File: src/hw/rtl/msc_pkg.sv
// Package for the multiplexed segment clock: the time-of-day type, the digit
// select codes, the segment table and the digit split functions.
// No dependencies; imported by the top level, the time base and the testbench.
package msc_pkg;

    typedef struct packed {
        logic [4:0] hours;
        logic [5:0] minutes;
        logic [5:0] seconds;
    } msc_time_t;

    typedef enum logic [1:0] {
        DIGIT_MIN_UNITS  = 2'd0,
        DIGIT_MIN_TENS   = 2'd1,
        DIGIT_HOUR_UNITS = 2'd2,
        DIGIT_HOUR_TENS  = 2'd3
    } msc_digit_t;

    localparam int unsigned BITS_PER_DIGIT = 8;

    localparam logic [15:0] SLOTS_PER_SECOND_RESET = 16'd200;
    localparam logic [5:0]  SECONDS_MAX            = 6'd59;
    localparam logic [5:0]  MINUTES_MAX            = 6'd59;
    localparam logic [4:0]  HOURS_MAX              = 5'd23;
    localparam logic [5:0]  MINUTES_RESET          = 6'd59;
    localparam logic [4:0]  HOURS_RESET            = 5'd3;

    // Segment patterns for the digits zero to nine.
    localparam logic [7:0] SEG_TABLE [0:9] = '{
        8'hEB, 8'h88, 8'hB3, 8'hBA, 8'hD8, 8'h7A, 8'h7B, 8'hA8, 8'hFB, 8'hFA
    };

    // Tens digit of a value below 64 (only values up to 59 occur).
    function automatic logic [3:0] msc_tens(input logic [5:0] value);
        logic [3:0] tens;
        if (value >= 6'd60) begin
            tens = 4'd6;
        end else if (value >= 6'd50) begin
            tens = 4'd5;
        end else if (value >= 6'd40) begin
            tens = 4'd4;
        end else if (value >= 6'd30) begin
            tens = 4'd3;
        end else if (value >= 6'd20) begin
            tens = 4'd2;
        end else if (value >= 6'd10) begin
            tens = 4'd1;
        end else begin
            tens = 4'd0;
        end
        return tens;
    endfunction

    function automatic logic [3:0] msc_units(input logic [5:0] value);
        logic [5:0] tens_weight;
        logic [5:0] rest;
        tens_weight = {2'b00, msc_tens(value)} * 6'd10;
        rest        = value - tens_weight;
        return rest[3:0];
    endfunction

    // Value of the selected display digit.
    function automatic logic [3:0] msc_digit_value(input msc_time_t now,
                                                   input msc_digit_t sel);
        logic [3:0] digit;
        case (sel)
            DIGIT_MIN_UNITS:  digit = msc_units(now.minutes);
            DIGIT_MIN_TENS:   digit = msc_tens(now.minutes);
            DIGIT_HOUR_UNITS: digit = msc_units({1'b0, now.hours});
            DIGIT_HOUR_TENS:  digit = msc_tens({1'b0, now.hours});
            default:          digit = 4'd0;
        endcase
        return digit;
    endfunction

endpackage

File: src/hw/rtl/multiplexed_segment_clock.sv
// Top level of the multiplexed segment clock: APB register, digit
// sequencing, serializer run register and result register.
// Depends on msc_pkg and msc_timebase.
//
// Usage: each transfer on the input channel (in_valid/in_ready) carries
// slot_tick. A tick of 1 is one display slot: the block looks up the
// segment byte of the current digit and sends eight result transfers on
// the output channel (out_valid/out_ready), one serial_bit each, most
// significant bit first, with latch_pulse high on the eighth. Every
// result also carries the active-low digit_enable and the time as it
// stood before the tick. A tick of 0 is taken and produces nothing.
// Timing: a tick transfer loads the run register, and each bit passes from
// the run register to the result register before it is offered. The
// serializer emits one bit per cycle while out_ready stays high. The next tick
// is taken in the cycle the eighth bit leaves the run register, so
// ticks follow with no gaps on the output.
// Reset clears the clock to 03:59:00, the digit to minute units and
// slots_per_second to 200. When the receiver stalls, the result register
// holds its transfer, the run register holds the remaining bits and
// in_ready stays low until the run drains.
module multiplexed_segment_clock (
    input  logic        clk,
    input  logic        rst_n,
    // input channel
    input  logic        in_valid,
    output logic        in_ready,
    input  logic        slot_tick,
    // output channel
    output logic        out_valid,
    input  logic        out_ready,
    output logic        serial_bit,
    output logic [3:0]  digit_enable,
    output logic        latch_pulse,
    output logic [4:0]  hours_now,
    output logic [5:0]  minutes_now,
    output logic [5:0]  seconds_now,
    // configuration port
    input  logic        psel,
    input  logic        penable,
    input  logic        pwrite,
    input  logic [2:0]  paddr,
    input  logic [31:0] pwdata,
    output logic [31:0] prdata,
    output logic        pready
);
    import msc_pkg::*;

    // Configuration register. Register index is paddr[2]; only index 0 exists.
    logic [15:0] slots_per_second_reg;
    logic        cfg_write;

    assign pready    = 1'b1;
    assign cfg_write = psel && penable && pwrite && pready && !paddr[2];
    assign prdata    = paddr[2] ? 32'd0 : {16'd0, slots_per_second_reg};

    always_ff @(posedge clk or negedge rst_n) begin
        if (!rst_n) begin
            slots_per_second_reg <= SLOTS_PER_SECOND_RESET;
        end else if (cfg_write) begin
            slots_per_second_reg <= pwdata[15:0];
        end
    end

    // Input handshake and tick decode.
    logic       in_fire;
    logic       tick_fire;
    msc_digit_t digit_index_reg;
    msc_time_t  now_time;

    assign in_fire   = in_valid && in_ready;
    assign tick_fire = in_fire && slot_tick;

    always_ff @(posedge clk or negedge rst_n) begin
        if (!rst_n) begin
            digit_index_reg <= DIGIT_MIN_UNITS;
        end else if (tick_fire) begin
            digit_index_reg <= msc_digit_t'(digit_index_reg + 2'd1);
        end
    end

    // The time base advances on every tick, after the run has captured the
    // time it shows.
    msc_timebase u_timebase (
        .clk              (clk),
        .rst_n            (rst_n),
        .advance          (tick_fire),
        .slots_per_second (slots_per_second_reg),
        .now_time         (now_time)
    );

    // Run register: the segment byte of one slot, shifted out one bit per move.
    logic        run_valid_reg;
    logic [7:0]  run_seg_reg;
    logic [2:0]  run_count_reg;
    logic [3:0]  run_enable_reg;
    msc_time_t   run_time_reg;
    logic        run_move;
    logic        run_last;
    logic [3:0]  digit_value;
    logic [3:0]  enable_code;

    // Result register contents, declared here since the run logic reads them.
    logic       out_valid_reg;
    logic       serial_bit_reg;
    logic [3:0] digit_enable_reg;
    logic       latch_pulse_reg;
    msc_time_t  out_time_reg;

    assign digit_value = msc_digit_value(now_time, digit_index_reg);
    assign enable_code = ~(4'b0001 << digit_index_reg);

    assign run_last = run_count_reg == 3'(BITS_PER_DIGIT - 1);
    assign run_move = run_valid_reg && (!out_valid_reg || out_ready);
    assign in_ready = !run_valid_reg || (run_move && run_last);

    always_ff @(posedge clk or negedge rst_n) begin
        if (!rst_n) begin
            run_valid_reg <= 1'b0;
            run_count_reg <= 3'd0;
        end else begin
            if (tick_fire) begin
                run_valid_reg <= 1'b1;
                run_count_reg <= 3'd0;
            end else if (run_move) begin
                if (run_last) begin
                    run_valid_reg <= 1'b0;
                end
                run_count_reg <= run_count_reg + 3'd1;
            end
        end
    end

    always_ff @(posedge clk) begin
        if (tick_fire) begin
            run_seg_reg    <= SEG_TABLE[digit_value];
            run_enable_reg <= enable_code;
            run_time_reg   <= now_time;
        end else if (run_move) begin
            run_seg_reg <= {run_seg_reg[6:0], 1'b0};
        end
    end

    // Result register: one serial bit and its side fields per transfer.
    always_ff @(posedge clk or negedge rst_n) begin
        if (!rst_n) begin
            out_valid_reg <= 1'b0;
        end else if (run_move) begin
            out_valid_reg <= 1'b1;
        end else if (out_ready) begin
            out_valid_reg <= 1'b0;
        end
    end

    always_ff @(posedge clk) begin
        if (run_move) begin
            serial_bit_reg   <= run_seg_reg[7];
            digit_enable_reg <= run_enable_reg;
            latch_pulse_reg  <= run_last;
            out_time_reg     <= run_time_reg;
        end
    end

    assign out_valid    = out_valid_reg;
    assign serial_bit   = serial_bit_reg;
    assign digit_enable = digit_enable_reg;
    assign latch_pulse  = latch_pulse_reg;
    assign hours_now    = out_time_reg.hours;
    assign minutes_now  = out_time_reg.minutes;
    assign seconds_now  = out_time_reg.seconds;

endmodule

File: src/hw/rtl/msc_timebase.sv
// Time base of the segment clock: slot counter and the 24-hour
// seconds, minutes and hours counters. Depends on msc_pkg.
module msc_timebase (
    input  logic                 clk,
    input  logic                 rst_n,
    input  logic                 advance,
    input  logic [15:0]          slots_per_second,
    output msc_pkg::msc_time_t   now_time
);
    import msc_pkg::*;

    logic [15:0] slot_counter_reg;
    logic [15:0] slot_counter_next;
    msc_time_t   time_reg;
    msc_time_t   time_next;
    logic [16:0] slot_sum;
    logic        second_done;

    // A setting of zero compares like one: every slot ends a second.
    assign slot_sum    = {1'b0, slot_counter_reg} + 17'd1;
    assign second_done = slot_sum >= {1'b0, slots_per_second};

    always_comb begin
        slot_counter_next = slot_counter_reg;
        time_next         = time_reg;
        if (advance) begin
            if (second_done) begin
                slot_counter_next = 16'd0;
                if (time_reg.seconds >= SECONDS_MAX) begin
                    time_next.seconds = 6'd0;
                    if (time_reg.minutes >= MINUTES_MAX) begin
                        time_next.minutes = 6'd0;
                        if (time_reg.hours >= HOURS_MAX) begin
                            time_next.hours = 5'd0;
                        end else begin
                            time_next.hours = time_reg.hours + 5'd1;
                        end
                    end else begin
                        time_next.minutes = time_reg.minutes + 6'd1;
                    end
                end else begin
                    time_next.seconds = time_reg.seconds + 6'd1;
                end
            end else begin
                slot_counter_next = slot_sum[15:0];
            end
        end
    end

    always_ff @(posedge clk or negedge rst_n) begin
        if (!rst_n) begin
            slot_counter_reg <= 16'd0;
            time_reg.seconds <= 6'd0;
            time_reg.minutes <= MINUTES_RESET;
            time_reg.hours   <= HOURS_RESET;
        end else begin
            slot_counter_reg <= slot_counter_next;
            time_reg         <= time_next;
        end
    end

    assign now_time = time_reg;

endmodule

File: config.mk
export PLATFORM = sky130hd
export DESIGN_NAME = multiplexed_segment_clock
export DESIGN_NICKNAME = d
export VERILOG_FILES = /design/src/hw/rtl/msc_pkg.sv /design/src/hw/rtl/multiplexed_segment_clock.sv /design/src/hw/rtl/msc_timebase.sv
export SDC_FILE = /design/constraint.sdc
export NUM_CORES = 1
export LEC_CHECK = 0
export ABC_CLOCK_PERIOD_IN_PS = 4000
export BUFFER_PORTS_ARGS = -buffer_cell sky130_fd_sc_hd__buf_2
export CAP_MARGIN = 20
export CORE_MARGIN = 3
export CORE_UTILIZATION = 45
export CTS_BUF_LIST = sky130_fd_sc_hd__clkbuf_8
export CTS_CLUSTER_DIAMETER = 80
export DETAILED_ROUTE_END_ITERATION = 12
export GPL_ROUTABILITY_DRIVEN = 0
export HOLD_SLACK_MARGIN = 0.02
export PLACE_DENSITY = 0.69
export SLEW_MARGIN = 0
export SYNTH_ARGS = -nofsm -noshare
export SYNTH_HDL_FRONTEND = slang
export SYNTH_SLANG_ARGS = --single-unit
File: constraint.sdc
create_clock -name clk -period 4 [get_ports clk]
set_clock_uncertainty 0.05 [all_clocks]
set_input_delay 0.4 -clock clk [delete_from_list [all_inputs] [get_ports clk]]
set_output_delay 0.4 -clock clk [all_outputs]
set_load 0.05 [all_outputs]
# After elaboration in Yosys (flattened, before gate mapping)
# Memory sizes are Yosys's and may differ from the RTL's.
# Index checks and enable logic that the tools add are counted.
[classes] n_addsub=8 n_mul=2 n_lt_le_gt_ge=17 eq_ne=4 shifts=1 n_mux=31 bitwise_logic=2 n_reduce_logical=20
[op_table] op="two-way mux 16 bit" count=2
[op_table] op="two-way mux 8 bit" count=4
[op_table] op=">= comparator 6 bit, second input constant" count=5
[op_table] op="two-way mux 3 bit" count=7
[op_table] op=">= comparator 5 bit, second input constant" count=4
[op_table] op=">= comparator 5 x 6 -> 1 bit, second input constant" count=3
[op_table] op="adder 16 x 1 -> 17 bit, second input constant" count=1
[op_table] op=">= comparator 17 x 16 -> 1 bit" count=1
[op_table] op="case mux 4 bit (4 select lines)" count=1
[op_table] op="adder 6 x 1 -> 6 bit, second input constant" count=2
[op_table] op=">= comparator 6 x 5 -> 1 bit, second input constant" count=2
[op_table] op="two-way mux 4 bit" count=3
[op_table] op="two-way mux 6 bit" count=2
[op_table] op="multiplier 4 x 3 -> 3 bit, second input constant" count=2
[op_table] op="two-way mux 2 bit" count=4
[op_table] op="subtractor 4 bit" count=2
[op_table] op="logical AND 1 bit" count=7
[op_table] op="two-way mux 1 bit" count=7
[op_table] op=">= comparator 6 x 4 -> 1 bit, second input constant" count=1
[op_table] op="nonzero test 2 bit" count=3
[op_table] op="adder 5 x 1 -> 5 bit, second input constant" count=1
[op_table] op=">= comparator 5 x 4 -> 1 bit, second input constant" count=1
[op_table] op="two-way mux 5 bit" count=1
[op_table] op="NOT 4 -> 5 bit" count=1
[op_table] op="13 further kinds" count=18
[word_totals] register_bits=108 mem_bits_ro=128 output_inout_bits=58 memories=1
[mem_list] name="(no name shown)" depth=16 word_bits=8 rd=1 rd_ports_with_merged_regs=0 wr=0 line_no="multiplexed_segment_clock.sv:135" rtl="run_seg_reg <= SEG_TABLE[digit_value];"

# Depth between registers and ports, before layout
# Gate-level depths: netlist (run 1).
[logic_depth] word_depth=16 mapped_depth=14 mapped_depth_nobuf=13

# Cells and area by module
# A second synthesis (run 1) with hierarchy kept.
[unflattened] cells_unflattened=517 hier_area_um2=5964.5
[modules_own_cells] mod="multiplexed_segment_clock" n_inst=1 cells_per_inst=257 area_per_inst_um2=3572.2 seq_area_each_um2=2140.8
[modules_own_cells] mod="msc_timebase" n_inst=1 cells_per_inst=260 area_per_inst_um2=2392.3 seq_area_each_um2=834.6

# Worst setup path before layout (run 1)
# No wires, ideal clock.
[synth_timing] kind="register to register" from="register u_timebase.slot_counter_reg[2]" to="register u_timebase.time_reg (netlist bit u_timebase.now_time[4])" setup_time_ns=0.134 t_arrival_ns=3.301 t_required_ns=3.816 slack_ns=0.515 path_stages_with_launch=14 n_path_buf=2 period_less_slack_ns=3.485 path_cell_list="dfrtp_1 and3_1 nand3_2 nor3b_1 nand3_1 xnor2_1 ha_1 nand4_1 or4_4 o221a_1 buf_6 buf_6 o41ai_2 o31ai_1"
[synth_between] elab_chain_cells=3
[synth_lines] item="start: declaration" line_no="msc_timebase.sv:12" rtl="logic [15:0] slot_counter_reg;"
[synth_lines] item="start signal: assignment" line_no="msc_timebase.sv:57" rtl="slot_counter_reg <= slot_counter_next;"
[synth_lines] item="adder 16 x 1 -> 17 bit" line_no="msc_timebase.sv:20" rtl="assign slot_sum = {1'b0, slot_counter_reg} + 17'd1;"
[synth_lines] item=">= comparator 17 x 16 -> 1 bit" line_no="msc_timebase.sv:21" rtl="assign second_done = slot_sum >= {1'b0, slots_per_second};"
[synth_lines] item="AND reduction 2 bit (no source line)"
[synth_lines] item="end signal: assignment" line_no="msc_timebase.sv:58" rtl="time_reg <= time_next;"
[synth_lines] item="end: declaration" line_no="msc_timebase.sv:14" rtl="msc_time_t time_reg;"
# Every way passes these cells.
# A chain may end at the register's enable or synchronous reset.

# Final worst setup path (run 1)
[layout_timing] from="register u_timebase.slot_counter_reg[2]" to="register u_timebase.time_reg (netlist bit u_timebase.now_time[10])"
[layout_between] elab_chain_cells=3
[layout_lines] item="adder 16 x 1 -> 17 bit" line_no="msc_timebase.sv:20"
[layout_lines] item=">= comparator 17 x 16 -> 1 bit" line_no="msc_timebase.sv:21"
[layout_lines] item="AND reduction 3 bit (no source line)"
# Every way passes these cells.

==> results of run 1 <==
-- repair_timing --
item / in CTS / in global routing
gates resized for setup: 0 / 3
hold endpoints to repair: 0 / 0
endpoints found under the setup margin: 0 / 15
-- power by group through the flow --
stage | Sequential [mW] | Combinational (mW) | Clock, mW
finish | 1.45 | 1.03 | 0.678
global route | 1.48 | 1.17 | 0.742
CTS | 1.46 | 1.04 | 0.700
detailed placement | 1.48 | 1.03 | 0
global placement | 1.47 | 0.998 | 0
floorplan | 1.59 | 0.686 | 0
-- cells by family (layout without fill, tap and decap cells) --
logic type                 Yosys count  in the layout  synth area share
and+or+nand+nor                    142            142             0.123
AOI/OAI and AO/OA                  108            108             0.130
DFF                                108            108             0.522
buffers and inverters               75            127            0.0648
adders and majority gates           41             41            0.0914
muxes                               21             21            0.0409
xor gates and xnor gates            17             17            0.0261
other                                2             17           0.00132
-- worst reg2reg max path: cells and delay by family, from the launching register on --
family                     cells  cell delay [ps]
AOI/OAI and AO/OA              3             1010
xor gates and xnor gates       1              170
adders and majority gates      1              310
buffers and inverters          1              170
DFF                            1              460
and+or+nand+nor                6             1450
-- path summary, 6_finish.rpt --
kind,startpoint,to,slack [ps],cells past startpoint
worst max-delay path,u_timebase.slot_counter_reg[2]$_DFFE_PN0P_,u_timebase.now_time[10]$_DFFE_PN1P_,330,12
worst min-delay path,rst_n,digit_index_reg[1]$_DFFE_PN0P_,110,2
worst max register to register,u_timebase.slot_counter_reg[2]$_DFFE_PN0P_,u_timebase.now_time[10]$_DFFE_PN1P_,330,12
worst min register to register,run_enable_reg[1]$_DFFE_PP_,digit_enable[1]$_DFFE_PP_,380,0
max in group asynchronous,rst_n,u_timebase.now_time[15]$_DFFE_PN0P_,3300,2
min in group clk,in_valid,run_valid_reg$_DFFE_PN0P_,180,3
-- area by class of cell --
cell class	count	area, um2
fill	1132	5890
sequential	108	2980
multi-input combinational	346	2420
timing repair buffer	70	363
tap	168	210
inverter	41	154
clock buffer	9	124
clock inverter	7	73.8
-- cells in the final DEF, fill, tap and decap left out, drive strengths merged, types with 6 or more instances in the layout --
cell and count:
xnor2 12, dfstp 10, clkbuf 9, nor2b 8
nand2 37, dfrtp 46, o21ai 31, nand2b 6
o31ai 8, ha 36, mux2 18, inv 45
nand3 19, nor3 7, buf 70, a31oi 11
edfxtp 52, a21o 7, a22o 8, a21oi 14
conb 17, nor2 41
-- layer usage --
metal / routed length (um) / up-vias / global-route usage
li1: - / 1914 / -
met1: 4660 / 1846 / 0.193
met4: 176 / 0 / 0.0536
met5: 0 / - / 0
met3: 643 / 17 / 0.0445
met2: 5030 / 122 / 0.255
==> flow_metrics.tcl, run 1 <==
set metrics [dict create \
    placedCellCount 733 \
    synth_edf_count 52 \
    antenna_found_initial 0 \
    crit_family "simple AND/OR/NAND/NOR gates" \
    finalInstanceArea_um2 6320 \
    syn_inst 514 \
    ys_top_cells_by_count "edfxtp_1, dfrtp_1, inv_1, nor2_1, nand2_1" \
    synthFlopType "edfxtp_1" \
    synth-seq-area-share 0.522 \
    cp.buffers_inverters 1 \
    crit_fanout 19 \
    ys_types 59 \
    cts-root-buf "clkbuf_8" \
    path_clk_slew_ps 110 \
    die_h_um 119 \
    critical_path_class "reg -> reg" \
    drc 0 \
    slew_violations 0 \
    diodes 0 \
    cts_max_level 3 \
    worst_slew_pin_slew_ps 941 \
    netlist_top_cells_area "edfxtp_1, dfrtp_1, ha_1, dfstp_2, mux2_2" \
    grt.total_usage 0.154 \
    final_cell_count_no_fill 749 \
    status "completed" \
    p_total_mw 3.17 \
    yosysWarnings 0 \
    crit_arrival_ps 3940 \
    drt_iter0_markers 241 \
    dr.pass1.iters 5 \
    relSlewSlack 0.372 \
    numCtsBuffers 9 \
    overflow 0 \
    layout.nets 657 \
    fin_ws_ps 329 \
    place_ws_ps 236 \
    cp.required_ps 4260 \
    peakVddDrop_mv 0.318 \
    ioPinCount 101 \
    grt_pass1_wl_um 17700 \
    drive_gt1_frac 0.220 \
    synth_most_common_cell "edfxtp_1" \
    async_reset_ff_frac 0.519 \
    seqPwrFrac 0.459 \
    worst_setup_path_end_kind "flop" \
    p_leak_nw 2.74 \
    avgSynthCellArea_um2 11.1 \
    synthToLayoutAreaGrowth_pct 11.0 \
    vias_per_cell 5.21 \
    floorplan.initialDensity 0.466 \
    clkSinkCount 108 \
    p_switching_mw 1.19 \
    power_frac_clock 0.214 \
    cts_setup_buffers 0 \
    powerDensity_nw_per_um2 501 \
    fp.dieArea_um2 14000 \
    hold_class "in -> async" \
    holdWs_ps 113 \
    coreArea_um2 12200 \
    fin_util 0.518 \
    antenna_left 0 \
    hold_viol_final 0 \
    period_needed_ps 3670 \
    internal-power_mw 1.98 \
    die_w_um 119 \
    place_area_um2 6110 \
    rsz0062_at_grt "false" \
    routed_wl_um 10500 \
    finalSetupTns_ps 0 \
    synth_area_um2 5700 \
    period_share 0.918 \
    clock_latency_ps 390 \
    cap_violations 0 \
    ys_ff_latch 108 \
    std_cell_rows 40 \
    hold_buffers 0 \
    num_vias 3899 \
    setup_violations 0 \
    cts_tree "yes" \
    io_buffer_count 65 \
    clock.fmax_mhz 272 \
    wl_per_cell_um 14.0 \
    dp_hpwl_um 7450 \
    grt_max_degree 57 \
    synth_top_cell_area_share 0.274 \
    clk_path_buf_depth 2 \
    first_global_vias 3858 \
    cp_slowest_cell "or4_4" \
    start_kind "flop" \
    crit_path_max_incr_delay_ps 530 \
    crit_path_cell_trace "and3_1 > nand3_2 > nor3b_1 > buf_4 > nand3_1 > xnor2_1 > ha_1 > nand4_1 > or4_4 > o221a_2 > o41ai_1 > o31ai_1" \
    combPwrFrac 0.327 \
    switching_share 0.374 \
    yosysTopAreaCell "edfxtp_1" \
]
Power figures use the tool's default switching activity.
==> inputs of run 2 (changes only) <==
--- a/config.mk
+++ b/config.mk
@@ -5,7 +5,7 @@
 export SDC_FILE = /design/constraint.sdc
 export NUM_CORES = 1
 export LEC_CHECK = 0
-export ABC_CLOCK_PERIOD_IN_PS = 4000
+export ABC_CLOCK_PERIOD_IN_PS = 3450
 export BUFFER_PORTS_ARGS = -buffer_cell sky130_fd_sc_hd__buf_2
 export CAP_MARGIN = 20
 export CORE_MARGIN = 3
@@ -14,7 +14,7 @@
 export CTS_CLUSTER_DIAMETER = 80
 export DETAILED_ROUTE_END_ITERATION = 12
 export GPL_ROUTABILITY_DRIVEN = 0
-export HOLD_SLACK_MARGIN = 0.02
+export HOLD_SLACK_MARGIN = 0.08
 export PLACE_DENSITY = 0.69
 export SLEW_MARGIN = 0
 export SYNTH_ARGS = -nofsm -noshare
==> constraint.sdc (replaced) <==
create_clock -name clk -period 3.45 [get_ports clk]
set_clock_uncertainty 0.05 [all_clocks]
set_input_delay 0.345 -clock clk [delete_from_list [all_inputs] [get_ports clk]]
set_output_delay 0.345 -clock clk [all_outputs]
set_load 0.05 [all_outputs]
==> flow_metrics.tcl, run 2 (synthesis results as in run 1) <==
set metrics [dict create \
    status "completed" \
    cts-root-buf "clkbuf_8" \
    clk_path_buf_depth 2 \
    worst_slew_pin_slew_ps 921 \
    setup_violations 0 \
    io_buffer_count 65 \
    internal-power_mw 2.29 \
    clkSinkCount 108 \
    dp_hpwl_um 7340 \
    peakVddDrop_mv 0.343 \
    crit_fanout 19 \
    overflow 0 \
    drive_gt1_frac 0.258 \
    die_h_um 119 \
    mostFrequentLayoutCell "buf_2" \
    layout_common_cells "buf_2, edfxtp_1, dfrtp_1, inv_1, nor2_1" \
    powerDensity_nw_per_um2 564 \
    routed_wl_um 10400 \
    diodes 0 \
    slew_violations 0 \
    wl_per_cell_um 13.7 \
    power_frac_clock 0.206 \
    hold_class "in -> reg" \
    cap_violations 0 \
    floorplan.initialDensity 0.466 \
    drc 0 \
    p_leak_nw 2.84 \
    p_total_mw 3.69 \
    cp.required_ps 3670 \
    std_cell_rows 40 \
    grt.total_usage 0.152 \
    crit_arrival_ps 3530 \
    antenna_left 0 \
    first_global_vias 3840 \
    num_vias 3909 \
    worst_setup_path_end_kind "flop" \
    grt_max_degree 49 \
    clock.fmax_mhz 302 \
    combPwrFrac 0.338 \
    vias_per_cell 5.14 \
    start_kind "flop" \
    hold_viol_final 0 \
    path_clk_slew_ps 110 \
    clock_latency_ps 380 \
    antenna_found_initial 0 \
    ioPinCount 101 \
    die_w_um 119 \
    relSlewSlack 0.386 \
    fp.dieArea_um2 14000 \
    seqPwrFrac 0.456 \
    synthToLayoutAreaGrowth_pct 14.8 \
    dr.pass1.iters 5 \
    numCtsBuffers 9 \
    critical_path_class "reg -> reg" \
    cts_max_level 3 \
    period_needed_ps 3310 \
    cts_tree "yes" \
    switching_share 0.378 \
    drt_iter0_markers 209 \
    period_share 0.960 \
    layout.nets 669 \
    grt_pass1_wl_um 17600 \
    coreArea_um2 12200 \
    p_switching_mw 1.39 \
    fin_util 0.535 \
]
-- run 2: cell types whose count changed in the layout (fill, tap and decap cells not counted), moves of 2 or more --
cell and change:
buf_4 +9, dfrtp_1 -2, dfrtp_2 +2, nor2_1 -2
o31ai_1 -2, o31ai_2 +2
-- run 2: timing repair --
action / in CTS / in global routing
hold buffers: 1 / 0
endpoints found under the hold margin: 36 / 0
resized for setup: 0 / 18
setup buffers: 0 / 2
setup endpoints to repair: 0 / 26
-- run 2: path summary, 6_finish.rpt --
check	startpoint	to	slack (ps)	cells past startpoint
max in group asynchronous	rst_n	u_timebase.now_time[11]$_DFFE_PN1P_	1910	3
max reg2reg	u_timebase.slot_counter_reg[3]$_DFFE_PN0P_	u_timebase.now_time[4]$_DFFE_PN0P_	140	12
min in group asynchronous	rst_n	u_timebase.slot_counter_reg[3]$_DFFE_PN0P_	580	2
max	u_timebase.slot_counter_reg[3]$_DFFE_PN0P_	u_timebase.now_time[4]$_DFFE_PN0P_	140	12
min	in_valid	run_valid_reg$_DFFE_PN0P_	120	3
min reg2reg	run_time_reg[9]$_DFFE_PP_	minutes_now[3]$_DFFE_PP_	370	0
-- run 2: per-stage QoR --
stage	setup slack, ps	area (um2)	hold slack [ps]	cells	TNS, ps
2_1_floorplan	114	5760	-0.591	529	0
3_3_place_gp	117	6190	350	741	0
3_5_place_dp	52.5	6190	355	741	0
4_1_cts	20.1	6400	104	758	0
5_1_grt	-45.3	6540	115	761	-151
6_report	137	6540	119	761	0
-- run 2: area by class of cell --
cell class / instances / area [um2]
Multi-Input combinational cell: 346 / 2510
Sequential cell: 108 / 2980
Timing Repair Buffer: 82 / 488
Fill cell: 1075 / 5670
Clock inverter: 6 / 62.6
Tap cell: 168 / 210
Clock buffer: 10 / 138
Inverter: 41 / 154
-- run 2: worst max-delay path, cell delays in order (launching register included) --
cell,delay (ps)
dfrtp_1,420
and3_4,230
nand3_2,120
nor3b_4,250
nand3_2,130
xnor2_1,160
ha_1,300
nand4_1,130
or4_4,530
o221a_4,290
buf_12,160
o41ai_4,330
o31ai_2,110
-- run 2: per-layer routing --
layer | vias to the layer above | track usage | wire (um)
li1 | 1938 | - | -
met1 | 1849 | 0.189 | 4650
met2 | 107 | 0.269 | 5150
met3 | 15 | 0.0278 | 479
met4 | 0 | 0.0456 | 140
met5 | - | 0 | 0
-- run 2: power groups by stage --
stage	clock network, mW	registers [mW]	logic, mW
global route	0.837	1.71	1.38
floorplan	0	1.84	0.795
finish	0.761	1.68	1.25
detailed placement	0	1.71	1.22
global placement	0	1.70	1.18
CTS	0.791	1.68	1.23
==> inputs of run 3 (changes only) <==
--- a/config.mk
+++ b/config.mk
@@ -5,7 +5,7 @@
 export SDC_FILE = /design/constraint.sdc
 export NUM_CORES = 1
 export LEC_CHECK = 0
-export ABC_CLOCK_PERIOD_IN_PS = 3450
+export ABC_CLOCK_PERIOD_IN_PS = 3900
 export BUFFER_PORTS_ARGS = -buffer_cell sky130_fd_sc_hd__buf_2
 export CAP_MARGIN = 20
 export CORE_MARGIN = 3
==> constraint.sdc (replaced) <==
create_clock -name clk -period 3.9 [get_ports clk]
set_clock_uncertainty 0.05 [all_clocks]
set_input_delay 0.78 -clock clk [delete_from_list [all_inputs] [get_ports clk]]
set_output_delay 0.78 -clock clk [all_outputs]
set_load 0.05 [all_outputs]
==> flow_metrics.tcl, run 3 (synthesis results as in run 1) <==
set metrics [dict create \
    status "completed" \
    p_leak_nw 2.76 \
    floorplan.initialDensity 0.466 \
    cts_max_level 3 \
    dp_hpwl_um 7750 \
    start_kind "flop" \
    ioPinCount 101 \
    grt.total_usage 0.159 \
    drc 0 \
    clk_path_buf_depth 2 \
    cts_setup_buffers 0 \
    mostFrequentLayoutCell "buf_2" \
    cts_tree "yes" \
    hold_class "reg -> reg" \
    rsz0062_at_grt "false" \
    hold_viol_final 0 \
    ff2ff_setup_slack_ps 290 \
    die_w_um 119 \
    dr.pass1.iters 4 \
    layout_common_cells "buf_2, edfxtp_1, dfrtp_1, inv_1, nor2_1" \
    coreArea_um2 12200 \
    fp.dieArea_um2 14000 \
    grt_pass1_wl_um 18100 \
    place_ws_ps 130 \
    routed_wl_um 10600 \
    overflow 0 \
    layout.nets 661 \
    fin_ws_ps 292 \
    drt_iter0_markers 204 \
    cap_violations 0 \
    period_needed_ps 3610 \
    crit_arrival_ps 3860 \
    slew_violations 0 \
    clkSinkCount 108 \
    antenna_left 0 \
    antenna_found_initial 0 \
    final_cell_count_no_fill 753 \
    clock_latency_ps 390 \
    crit_fanout 19 \
    first_global_vias 3908 \
    placedCellCount 737 \
    cp.required_ps 4150 \
    die_h_um 119 \
    period_share 0.925 \
    cts-root-buf "clkbuf_8" \
    clock.fmax_mhz 277 \
    io_buffer_count 65 \
    wl_per_cell_um 14.1 \
    vias_per_cell 5.13 \
    critical_path_class "reg -> reg" \
    drive_gt1_frac 0.227 \
    setup_violations 0 \
    grt_max_degree 39 \
    relSlewSlack 0.376 \
    path_clk_slew_ps 100 \
    powerDensity_nw_per_um2 507 \
    synthToLayoutAreaGrowth_pct 11.6 \
    finalSetupTns_ps 0 \
    numCtsBuffers 9 \
    holdWs_ps 375 \
    diodes 0 \
    worst_slew_pin_slew_ps 935 \
    worst_setup_path_end_kind "flop" \
    peakVddDrop_mv 0.311 \
    std_cell_rows 40 \
    num_vias 3864 \
]
==> run 3: cell count changes in the layout (fill, tap and decap cells not counted), sizes merged <==
cell,previous run,this run
dlygate4sd3,1,0
inv,45,44
clkinv,2,3
buf,81,74
clkbuf,10,9
bufinv,0,1
==> run 3: layout make-up <==
type                            count  area (um2)
Tap cell                          168         210
Inverter                           41         154
Multi-Input combinational cell    346        2430
Clock inverter                      7        67.6
Clock buffer                        9         124
Fill cell                        1112        5860
Sequential cell                   108        2980
Timing Repair Buffer               74         393
==> run 3: final timing paths <==
path / start / end / cells after the start
max in group asynchronous: rst_n / slots_per_second_reg[7]$_DFFE_PN1P_ / 2
min: run_time_reg[8]$_DFFE_PP_ / minutes_now[2]$_DFFE_PP_ / 0
min reg2reg: run_time_reg[8]$_DFFE_PP_ / minutes_now[2]$_DFFE_PP_ / 0
max: u_timebase.slot_counter_reg[2]$_DFFE_PN0P_ / u_timebase.now_time[13]$_DFFE_PN1P_ / 12
min in group asynchronous: rst_n / u_timebase.slot_counter_reg[14]$_DFFE_PN0P_ / 1
max reg2reg: u_timebase.slot_counter_reg[2]$_DFFE_PN0P_ / u_timebase.now_time[13]$_DFFE_PN1P_ / 12
==> run 3: what timing repair did <==
item	4_1_cts	5_1_grt
resized for setup	0	5
endpoints found under the setup margin	0	26
hold buffers	0	0
==> run 3: power by group <==
group          switching, mW  leakage, nW  internal, mW
Clock                  0.374        0.104         0.295
Combinational          0.735         1.49         0.329
Sequential            0.0842         1.17          1.40
==> run 3: stage by stage <==
step | total power [mW] | utilization | cell area (um2)
2_1_floorplan | 2.34 | - | 5750
3_3_place_gp | 2.54 | 0.503 | 6140
3_5_place_dp | 2.58 | 0.503 | 6140
4_1_cts | 3.26 | 0.519 | 6330
5_1_grt | 3.45 | 0.520 | 6360
6_report | 3.22 | 0.520 | 6360
==> run 3: metal layers <==
metal | wire length, um | GRT usage | up-vias
li1 | - | - | 1923
met1 | 4630 | 0.187 | 1825
met2 | 5270 | 0.277 | 98
met3 | 523 | 0.0402 | 18
met4 | 203 | 0.0652 | 0
met5 | 0 | 0 | -
==> run 3: worst max-delay path: stages (launching register included) <==
cell	delay, ps
dfrtp_1	460
and3_1	260
nand3_2	110
buf_4	170
nor2_1	200
nand3_1	140
xnor2_1	190
ha_1	290
nand4_1	90
or4_4	520
o221a_2	450
nor3_4	340
mux2i_1	250
